--- config.mk ---
export PLATFORM = sky130hd
export DESIGN_NAME = time_binned_sliding_window_unit_flat
export DESIGN_NICKNAME = d
export VERILOG_FILES = /design/src/hdl/tbsw_pkg.sv /design/src/hdl/tbsw_if.sv /design/src/hdl/tbsw_ram.sv /design/src/hdl/time_binned_sliding_window_unit.sv /design/src/flat_wrapper.sv
export SDC_FILE = /design/constraint.sdc
export NUM_CORES = 2
export LEC_CHECK = 0
export BUFFER_PORTS_ARGS = -buffer_cell sky130_fd_sc_hd__buf_2
export CORE_MARGIN = 2
export CORE_UTILIZATION = 35
export DETAILED_ROUTE_END_ITERATION = 10
export PLACE_DENSITY_LB_ADDON = 0.2
export SYNTH_ARGS = -nofsm -noshare
export SYNTH_HDL_FRONTEND = slang
export SYNTH_SLANG_ARGS = --single-unit
--- constraint.sdc ---
create_clock -name clk -period 11.55 [get_ports clk]
set_input_delay 2.31 -clock clk [delete_from_list [all_inputs] [get_ports clk]]
set_output_delay 2.31 -clock clk [all_outputs]
set_load 0.005 [all_outputs]
--- src/hdl/tbsw_pkg.sv ---
// Package for the time-binned sliding window unit.
// Field widths, register indexes, operation codes and reset values.
// No dependencies; used by the interfaces and the top level.
`timescale 1ns / 1ps

package tbsw_pkg;

  // Item field widths
  localparam int TIME_W   = 64;
  localparam int ADC_W    = 32;
  localparam int SUM_W    = 38;
  localparam int COUNT_W  = 6;
  localparam int WLEN_W   = 32;
  localparam int FILL_W   = 6;

  // Configuration port
  localparam int REG_IDX_W  = 1;
  localparam int CFG_DATA_W = 32;

  typedef logic [REG_IDX_W-1:0] reg_idx_t;

  localparam reg_idx_t REG_WINDOW_LENGTH = 1'b0;
  localparam reg_idx_t REG_FILL_LIMIT    = 1'b1;

  // Operation codes
  typedef logic op_t;

  localparam op_t OP_APPEND = 1'b0;
  localparam op_t OP_SLIDE  = 1'b1;

  // Register reset values
  localparam logic [WLEN_W-1:0] WLEN_RESET = 32'd20000;
  localparam logic [FILL_W-1:0] FILL_RESET = 6'd20;

  // Default sizing
  localparam int DEPTH_DEFAULT     = 32;
  localparam int BIN_TICKS_DEFAULT = 1000;

endpackage

--- src/hdl/tbsw_if.sv ---
// Channel interfaces of the time-binned sliding window unit.
// Depends on tbsw_pkg for field widths.
`timescale 1ns / 1ps

// Input items: one bin and the operation to apply
interface tbsw_item_if;
  logic                         valid;
  logic                         ready;
  tbsw_pkg::op_t                operation;
  logic [tbsw_pkg::TIME_W-1:0]  bin_start;
  logic [tbsw_pkg::ADC_W-1:0]   bin_adc;

  modport source (output valid, operation, bin_start, bin_adc, input ready);
  modport sink   (input valid, operation, bin_start, bin_adc, output ready);
endinterface

// Result items: window summary after each input item
interface tbsw_res_if;
  logic                         valid;
  logic                         ready;
  logic [tbsw_pkg::SUM_W-1:0]   window_sum;
  logic [tbsw_pkg::COUNT_W-1:0] num_bins;
  logic                         window_cleared;
  logic [tbsw_pkg::TIME_W-1:0]  window_start;
  logic                         store_dropped;

  modport source (output valid, window_sum, num_bins, window_cleared, window_start,
                  store_dropped, input ready);
  modport sink   (input valid, window_sum, num_bins, window_cleared, window_start,
                  store_dropped, output ready);
endinterface

--- src/hdl/tbsw_ram.sv ---
// Generic single-clock RAM: one write port, one read port, registered read data.
// No dependencies.
`timescale 1ns / 1ps

module tbsw_ram #(
  parameter int WIDTH = 32,
  parameter int DEPTH = 32
) (
  input  logic                     clk,
  input  logic                     we,
  input  logic [$clog2(DEPTH)-1:0] waddr,
  input  logic [WIDTH-1:0]         wdata,
  input  logic [$clog2(DEPTH)-1:0] raddr,
  output logic [WIDTH-1:0]         rdata
);

  logic [WIDTH-1:0] mem [DEPTH];

  // Write port
  always_ff @(posedge clk) begin
    if (we) begin
      mem[waddr] <= wdata;
    end
  end

  // Registered read port
  always_ff @(posedge clk) begin
    rdata <= mem[raddr];
  end

endmodule

--- src/hdl/time_binned_sliding_window_unit.sv ---
// Time-binned sliding window unit, top level.
// Depends on tbsw_pkg, tbsw_item_if / tbsw_res_if and tbsw_ram.
//
// Channel   Dir  Handshake     Payload
// item      in   valid/ready   operation, bin_start, bin_adc
// res       out  valid/ready   window_sum, num_bins, window_cleared, window_start,
//                              store_dropped
// cfg       in   cfg_we        cfg_index, cfg_data (write only)
//
// One item at a time. Append: store the bin. Slide on an empty window: restart at
// the bin's time. Slide otherwise: take the item, scan the held bins for age, evict
// the aged-out count of bins from the oldest end, read the newest bin, add the fill
// bins, then store; the scan and the eviction walk the bin memories one entry per
// cycle. Synchronous active-high reset empties the window; bin memories need no
// clearing. A stalled result holds in the output register while the next item is
// already taken in.
`timescale 1ns / 1ps

module time_binned_sliding_window_unit #(
  parameter int DEPTH     = tbsw_pkg::DEPTH_DEFAULT,
  parameter int BIN_TICKS = tbsw_pkg::BIN_TICKS_DEFAULT
) (
  input  logic                          clk,
  input  logic                          rst,
  tbsw_item_if.sink                     item,
  tbsw_res_if.source                    res,
  input  logic                          cfg_we,
  input  tbsw_pkg::reg_idx_t            cfg_index,
  input  logic [tbsw_pkg::CFG_DATA_W-1:0] cfg_data
);

  import tbsw_pkg::*;

  localparam int PW = $clog2(DEPTH);
  localparam int CW = $clog2(DEPTH + 1);
  localparam int KW = $clog2((DEPTH + 2) * BIN_TICKS + 1);

  typedef enum logic [7:0] {
    S_IDLE   = 8'b0000_0001,
    S_SCAN   = 8'b0000_0010,
    S_DROP   = 8'b0000_0100,
    S_NEWEST = 8'b0000_1000,
    S_GAP    = 8'b0001_0000,
    S_FILL   = 8'b0010_0000,
    S_STORE  = 8'b0100_0000,
    S_DONE   = 8'b1000_0000
  } state_t;

  // Ring slot of the entry off places after base
  function automatic logic [PW-1:0] slot_of(input logic [PW-1:0] base,
                                            input logic [CW-1:0] off);
    logic [CW:0] s;
    s = (CW+1)'(base) + (CW+1)'(off);
    if (s >= (CW+1)'(DEPTH)) begin
      s = s - (CW+1)'(DEPTH);
    end
    return s[PW-1:0];
  endfunction

  state_t              state;
  logic [TIME_W-1:0]   t_r;
  logic [ADC_W-1:0]    adc_r;
  logic                cleared_r;
  logic                dropped_r;

  logic [CW-1:0]       held;
  logic [PW-1:0]       oldest;
  logic [SUM_W-1:0]    sum;
  logic [TIME_W-1:0]   restart;
  logic [WLEN_W-1:0]   wlen;
  logic [FILL_W-1:0]   fill_lim;

  logic [CW-1:0]       walk_idx;
  logic                rd_pend;
  logic [CW-1:0]       evict_cnt;
  logic [TIME_W-1:0]   last;
  logic [TIME_W-1:0]   last_next;
  logic [TIME_W-1:0]   gap;
  logic [KW-1:0]       kb;
  logic [KW-1:0]       thr;
  logic                fill_go;
  logic                has_room;

  logic                out_valid;
  logic [SUM_W-1:0]    out_sum;
  logic [COUNT_W-1:0]  out_count;
  logic                out_cleared;
  logic [TIME_W-1:0]   out_start;
  logic                out_dropped;

  logic                mem_we;
  logic [PW-1:0]       mem_waddr;
  logic [TIME_W-1:0]   time_wdata;
  logic [ADC_W-1:0]    adc_wdata;
  logic [PW-1:0]       time_raddr;
  logic [PW-1:0]       adc_raddr;
  logic [TIME_W-1:0]   time_rdata;
  logic [ADC_W-1:0]    adc_rdata;
  logic [TIME_W-1:0]   age;

  // Bin storage
  tbsw_ram #(.WIDTH(TIME_W), .DEPTH(DEPTH)) u_time_ram (
    .clk   (clk),
    .we    (mem_we),
    .waddr (mem_waddr),
    .wdata (time_wdata),
    .raddr (time_raddr),
    .rdata (time_rdata)
  );

  tbsw_ram #(.WIDTH(ADC_W), .DEPTH(DEPTH)) u_adc_ram (
    .clk   (clk),
    .we    (mem_we),
    .waddr (mem_waddr),
    .wdata (adc_wdata),
    .raddr (adc_raddr),
    .rdata (adc_rdata)
  );

  // Gap fill test: another fill bin fits below the spacing, the limit and the depth
  assign has_room  = held < CW'(DEPTH);
  assign fill_go   = (gap >= TIME_W'(thr)) && (TIME_W'(held) < TIME_W'(fill_lim)) && has_room;
  assign last_next = last + TIME_W'(kb);
  assign age       = t_r - time_rdata;

  // Memory ports
  always_comb begin
    mem_we     = ((state == S_FILL) && fill_go) || ((state == S_STORE) && has_room);
    mem_waddr  = slot_of(oldest, held);
    time_wdata = (state == S_FILL) ? last_next : t_r;
    adc_wdata  = (state == S_FILL) ? '0 : adc_r;
    time_raddr = (state == S_SCAN) ? slot_of(oldest, walk_idx) : slot_of(oldest, held - CW'(1));
    adc_raddr  = slot_of(oldest, walk_idx);
  end

  assign item.ready = (state == S_IDLE);

  // Sequencer and window state
  always_ff @(posedge clk) begin
    if (rst) begin
      state   <= S_IDLE;
      held    <= '0;
      oldest  <= '0;
      sum     <= '0;
      restart <= '0;
      rd_pend <= 1'b0;
    end else begin
      unique case (state)
        S_IDLE: begin
          if (item.valid) begin
            t_r       <= item.bin_start;
            adc_r     <= item.bin_adc;
            cleared_r <= 1'b0;
            dropped_r <= 1'b0;
            walk_idx  <= '0;
            evict_cnt <= '0;
            rd_pend   <= 1'b0;
            if (item.operation == OP_APPEND) begin
              state <= S_STORE;
            end else if (held == '0) begin
              // Nothing held: restart at this bin's time
              restart   <= item.bin_start;
              oldest    <= '0;
              sum       <= '0;
              cleared_r <= 1'b1;
              state     <= S_DONE;
            end else begin
              state <= S_SCAN;
            end
          end
        end
        S_SCAN: begin
          // Count every held bin that has aged out
          if (rd_pend && (age >= TIME_W'(wlen))) begin
            evict_cnt <= evict_cnt + CW'(1);
          end
          if (walk_idx < held) begin
            walk_idx <= walk_idx + CW'(1);
            rd_pend  <= 1'b1;
          end else begin
            rd_pend <= 1'b0;
            if (!rd_pend) begin
              walk_idx <= '0;
              state    <= S_DROP;
            end
          end
        end
        S_DROP: begin
          // Remove that many bins from the oldest end
          if (rd_pend) begin
            sum <= sum - SUM_W'(adc_rdata);
          end
          if (walk_idx < evict_cnt) begin
            walk_idx <= walk_idx + CW'(1);
            rd_pend  <= 1'b1;
          end else begin
            rd_pend <= 1'b0;
            if (!rd_pend) begin
              if (held == evict_cnt) begin
                restart   <= t_r;
                oldest    <= '0;
                held      <= '0;
                sum       <= '0;
                cleared_r <= 1'b1;
                state     <= S_DONE;
              end else begin
                oldest <= slot_of(oldest, evict_cnt);
                held   <= held - evict_cnt;
                state  <= S_NEWEST;
              end
            end
          end
        end
        S_NEWEST: begin
          state <= S_GAP;
        end
        S_GAP: begin
          last  <= time_rdata;
          gap   <= t_r - time_rdata;
          kb    <= KW'(BIN_TICKS);
          thr   <= KW'(2 * BIN_TICKS);
          state <= S_FILL;
        end
        S_FILL: begin
          // Fill bin k starts k spacings after the previous one
          if (fill_go) begin
            held <= held + CW'(1);
            last <= last_next;
            kb   <= kb + KW'(BIN_TICKS);
            thr  <= thr + KW'(BIN_TICKS);
          end else begin
            state <= S_STORE;
          end
        end
        S_STORE: begin
          if (has_room) begin
            held <= held + CW'(1);
            sum  <= sum + SUM_W'(adc_r);
          end else begin
            dropped_r <= 1'b1;
          end
          state <= S_DONE;
        end
        S_DONE: begin
          if (!out_valid || res.ready) begin
            state <= S_IDLE;
          end
        end
        default: begin
          state <= S_IDLE;
        end
      endcase
    end
  end

  // Output register
  always_ff @(posedge clk) begin
    if (rst) begin
      out_valid <= 1'b0;
    end else if ((state == S_DONE) && (!out_valid || res.ready)) begin
      out_valid <= 1'b1;
    end else if (res.ready) begin
      out_valid <= 1'b0;
    end
  end

  always_ff @(posedge clk) begin
    if ((state == S_DONE) && (!out_valid || res.ready)) begin
      out_sum     <= sum;
      out_count   <= COUNT_W'(held);
      out_cleared <= cleared_r;
      out_start   <= restart;
      out_dropped <= dropped_r;
    end
  end

  assign res.valid          = out_valid;
  assign res.window_sum     = out_sum;
  assign res.num_bins       = out_count;
  assign res.window_cleared = out_cleared;
  assign res.window_start   = out_start;
  assign res.store_dropped  = out_dropped;

  // Configuration registers
  always_ff @(posedge clk) begin
    if (rst) begin
      wlen     <= WLEN_RESET;
      fill_lim <= FILL_RESET;
    end else if (cfg_we) begin
      unique case (cfg_index)
        REG_WINDOW_LENGTH: wlen     <= cfg_data[WLEN_W-1:0];
        REG_FILL_LIMIT:    fill_lim <= cfg_data[FILL_W-1:0];
        default: ;
      endcase
    end
  end

`ifndef SYNTH
  // Bin count never passes the ring depth
  a_held_bound: assert property (@(posedge clk) disable iff (rst)
    held <= CW'(DEPTH))
    else $error("held bin count exceeds depth");

  // An empty window carries a zero sum
  a_empty_sum: assert property (@(posedge clk) disable iff (rst)
    (state == S_IDLE) && (held == '0) |-> (sum == '0))
    else $error("empty window with nonzero sum");

  // A restart reports an empty window
  a_cleared_empty: assert property (@(posedge clk) disable iff (rst)
    res.valid && res.window_cleared |-> (res.num_bins == '0) && (res.window_sum == '0))
    else $error("cleared window reported with bins");

  // A dropped bin means the window was full
  a_drop_full: assert property (@(posedge clk) disable iff (rst)
    res.valid && res.store_dropped |-> (res.num_bins == COUNT_W'(DEPTH)))
    else $error("bin dropped while window not full");

  // Only one item in flight
  a_one_item: assert property (@(posedge clk) disable iff (rst)
    item.valid && item.ready |=> !item.ready)
    else $error("second item taken while one is in flight");
`endif

endmodule
--- src/flat_wrapper.sv ---
// flat-port wrapper written by rule: the top's interface ports become plain ports
module time_binned_sliding_window_unit_flat import tbsw_pkg::*;
#(
  parameter int DEPTH     = tbsw_pkg::DEPTH_DEFAULT,
  parameter int BIN_TICKS = tbsw_pkg::BIN_TICKS_DEFAULT
)
  (clk, rst, cfg_we, cfg_index, cfg_data, item_valid, item_operation, item_bin_start, item_bin_adc, item_ready, res_valid, res_window_sum, res_num_bins, res_window_cleared, res_window_start, res_store_dropped, res_ready);
  tbsw_item_if item_i ();
  tbsw_res_if res_i ();
  input  logic clk;
  input  logic rst;
  input  logic cfg_we;
  input  tbsw_pkg::reg_idx_t cfg_index;
  input  logic [tbsw_pkg::CFG_DATA_W-1:0] cfg_data;
  input wire logic [$bits(item_i.valid)-1:0] item_valid;
  input wire logic [$bits(item_i.operation)-1:0] item_operation;
  input wire logic [$bits(item_i.bin_start)-1:0] item_bin_start;
  input wire logic [$bits(item_i.bin_adc)-1:0] item_bin_adc;
  output wire logic [$bits(item_i.ready)-1:0] item_ready;
  output wire logic [$bits(res_i.valid)-1:0] res_valid;
  output wire logic [$bits(res_i.window_sum)-1:0] res_window_sum;
  output wire logic [$bits(res_i.num_bins)-1:0] res_num_bins;
  output wire logic [$bits(res_i.window_cleared)-1:0] res_window_cleared;
  output wire logic [$bits(res_i.window_start)-1:0] res_window_start;
  output wire logic [$bits(res_i.store_dropped)-1:0] res_store_dropped;
  input wire logic [$bits(res_i.ready)-1:0] res_ready;
  assign item_i.valid = item_valid;
  assign item_i.operation = item_operation;
  assign item_i.bin_start = item_bin_start;
  assign item_i.bin_adc = item_bin_adc;
  assign item_ready = item_i.ready;
  assign res_valid = res_i.valid;
  assign res_window_sum = res_i.window_sum;
  assign res_num_bins = res_i.num_bins;
  assign res_window_cleared = res_i.window_cleared;
  assign res_window_start = res_i.window_start;
  assign res_store_dropped = res_i.store_dropped;
  assign res_i.ready = res_ready;
  time_binned_sliding_window_unit #(.DEPTH(DEPTH), .BIN_TICKS(BIN_TICKS)) u_core (.clk(clk), .rst(rst), .item(item_i), .res(res_i), .cfg_we(cfg_we), .cfg_index(cfg_index), .cfg_data(cfg_data));
endmodule
==> results.cfg <==
[global_routing]
use_met3_pct = 2.29
grt_pass1_vias = 86300
busiest_layer = met2
grt_max_degree = 158
track_usage_pct = 20.5
met2_usage_pct = 33.4
gr-usage-met1_pct = 29.1
antenna_found_initial = 26
grt_overflow = 0
grt_pass1_wl_microns = 650000

[synth]
ys_types = 95
synth_edf_count = 3446
yosysTopAreaCell = edfxtp_1
ys_ff_latch = 3703
syn_inst = 8821
synth.avg_cell_area_sq_um = 17.2
ys_top_cells_by_count = edfxtp_1, mux4_2, nand2_1, nor2_1, nand3_1
synthTopCellsByArea = edfxtp_1, mux4_2, dfxtp_1
yosysMostFrequentCell = edfxtp_1
yosysSeqAreaShare_pct = 71.5
synth_top_area_share_pct = 68.1
ys_warn_count = 0
synthFlopType = edfxtp_1
async_flop_share_pct = 0
syn_nets = 9193
netlist_area_sq_mm = 0.152

[power_and_ir_drop]
total_power_mw = 31.6
max-vdd-ir-drop_mv = 0.153
p_int_mw = 23.6
switching_power_mw = 8.04
power.leakage_nw = 57.0
power_frac_comb_pct = 12.2
clockPowerShare_pct = 39.6
pwr-share-seq_pct = 48.2
swShare_pct = 25.4
p_per_area_mw_per_mm2 = 182

[clock_network]
clock_latency_ns = 1.01
hold_buffers = 0
cts_tree = done
cts_num_sinks = 3703
htree_levels = 5
cts_root_buf = clkbuf_16
cts_resized = 0
post_cts_buffers = 0
clk_pin_slew_ns = 0.06
cts_inserted_buffers = 397
cts_buffer_depth = 4

[timing]
relSlewSlack_pct = 16.3
final-max-slew-violation-count = 0
period_share_pct = 54.3
max_slew.worst_pin.slew_ns = 1.26
fmax_ghz = 0.159
grt_setup_unrepaired = no
fin_skew_ns = 0.0798
period_needed_ns = 6.28
setup-violations-final = 0
fin_hold_ws_ns = 0.407
hold_viol_final = 0
tns_ns = 0

[critical_path]
crit_path_cell_trace = ha_1, nand4_1, a211oi_1, o21ai_0, a21oi_1, nand3_1, and2_1, o21bai_1, a31oi_1, xnor2_1, ha_1, a21o_1, a21o_1, a2111oi_0, o211ai_1, or4b_1, nor4b_2, nand4_1, nor4bb_1, a31oi_1
worstPathMaxFanout = 6
timing.critical_path.buf_inv = 0
path_delay_family = compound AO/OA/AOI/OAI gates
critPathRequiredTime_ns = 12.21
cp-end-kind = flip-flop
path_class = flip-flop to flip-flop
worst_setup_path_start_kind = flip-flop
crit_path_max_incr_delay_ns = 0.52
slowest_stage = a2111oi_0
worstPathArrival_ns = 6.94

[final_layout]
stdcell_count = 15300
nNetsFinal = 9629
syn_to_final_growth_pct = 14.3
drive_above_1_share_pct = 21.5

[place]
place_hpwl_microns = 275000
place.gp.congestion = 0.870
io_buffers = 246
placed_cells = 14600

[route]
wl_per_cell_microns = 30.2
vias_per_cell = 5.52
drc_errors = 0
ant_nets = 0
drt_iter0_drc = 8953
dr_total_vias = 84500
wl_microns = 462000
dr.pass1.iters = 6

[outcome]
outcome = finished clean

[die]
pin_count = 247
fp.dieW_microns = 663
dieArea_sq_mm = 0.439
die_h_microns = 663
num_rows = 241
coreArea_sq_mm = 0.432
start_util_pct = 35.2

[run]
max_cap_viol_count = 0

[worst_hold_path]
hp-class = flip-flop to flip-flop
[layer usage]
layer | vias to the layer above | wire (microns)
met1 | 45200 | 204000
met5 | - | 49
met4 | 8 | 13900
li1 | 35800 | -
met2 | 2801 | 219000
met3 | 633 | 25200
[per-stage QoR]
step	util, %	worst slack [ns]	cell area [sq um]
after CTS	40.2	5.22	174000
final	40.3	5.27	174000
after global placement	37.3	5.34	161000
after floorplan	-	3.65	152000
after global routing	40.3	4.76	174000
after detailed placement	37.3	5.21	161000
[kinds of logic after synthesis]
family	share of synthesized area [%]
xor+xnor	1.12
flops	71.5
simple gates	5.50
buf+inv	1.78
mux	13.4
compound gates	4.70
fa+ha+maj	2.00
[registers in the layout, indices dropped and copies added, names as in the netlist, 5 cells and up]
| name | cells |
|---|---|
| u_core.oldest | 5 |
| u_core.u_adc_ram.rdata | 32 |
| u_core.t_r | 64 |
| u_core.restart | 64 |
| u_core.adc_r | 32 |
| u_core.state | 8 |
| u_core.sum | 38 |
| u_core.res.window_start | 64 |
| u_core.res.window_sum | 38 |
| u_core.res.num_bins | 6 |
| u_core.u_time_ram.rdata | 64 |
| u_core.kb | 13 |
| u_core.fill_lim | 6 |
| u_core.evict_cnt | 6 |
| u_core.u_time_ram.mem | 2048 |
| u_core.held | 6 |
| u_core.u_adc_ram.mem | 1024 |
| u_core.gap | 64 |
| u_core.wlen | 32 |
| u_core.walk_idx | 6 |
| u_core.last | 64 |
| u_core.thr | 13 |
[cells in the final DEF, fill, tap and decap left out, drive strengths merged, types with 18 or more instances in the layout]
master | netlist | routed
a211oi | 39 | 39
a21boi | 36 | 36
a21o | 124 | 124
a21oi | 314 | 314
a22oi | 20 | 20
a31oi | 24 | 24
and2 | 67 | 67
and3 | 45 | 45
buf | 185 | 481
bufinv | 0 | 23
clkbuf | 260 | 540
clkinv | 0 | 148
dfxtp | 257 | 257
edfxtp | 3446 | 3446
ha | 228 | 228
inv | 210 | 225
mux2 | 144 | 144
mux2i | 144 | 144
mux4 | 768 | 768
nand2 | 757 | 757
nand2b | 26 | 26
nand3 | 312 | 312
nand4 | 46 | 46
nor2 | 381 | 381
nor2b | 18 | 18
nor3 | 58 | 58
nor4 | 29 | 29
o211ai | 98 | 98
o21a | 41 | 41
o21ai | 304 | 304
or3 | 32 | 32
xnor2 | 123 | 123
xor2 | 72 | 72
[final cells by class]
cell class	instances	area [sq um]
inverters	210	788
flip-flops and latches	3703	109000
repair buffers	482	3210
multi-input cells	4463	41200
fillers	39000	258000
well taps	5710	7140
diodes	12	30.0
clock inverters	195	1810
clock buffers	539	10900
[path summary, 6_finish.rpt]
path,cells after the start,slack [ns],from,to
min,0,0.41,u_core.restart[42]$_SDFFE_PP0P_,u_core.res.window_start[42]$_DFFE_PP_
max,20,5.27,u_core.t_r[12]$_DFFE_PP_,u_core.evict_cnt[1]$_SDFFCE_PN0P_
max reg2reg,20,5.27,u_core.t_r[12]$_DFFE_PP_,u_core.evict_cnt[1]$_SDFFCE_PN0P_
min reg2reg,0,0.41,u_core.restart[42]$_SDFFE_PP0P_,u_core.res.window_start[42]$_DFFE_PP_
[power by group through the flow]
| stage | combinational (mW) | clock (mW) | sequential [mW] |
|---|---|---|---|
| 2_1_floorplan | 2.59 | 0 | 15.4 |
| 3_3_place_gp | 3.85 | 0 | 15.5 |
| 3_5_place_dp | 3.85 | 0 | 15.5 |
| 4_1_cts | 3.88 | 12.8 | 15.2 |
| 5_1_grt | 4.21 | 13.3 | 15.3 |
| 6_report | 3.85 | 12.5 | 15.2 |
No activity file was read; power rests on OpenSTA's default activity.
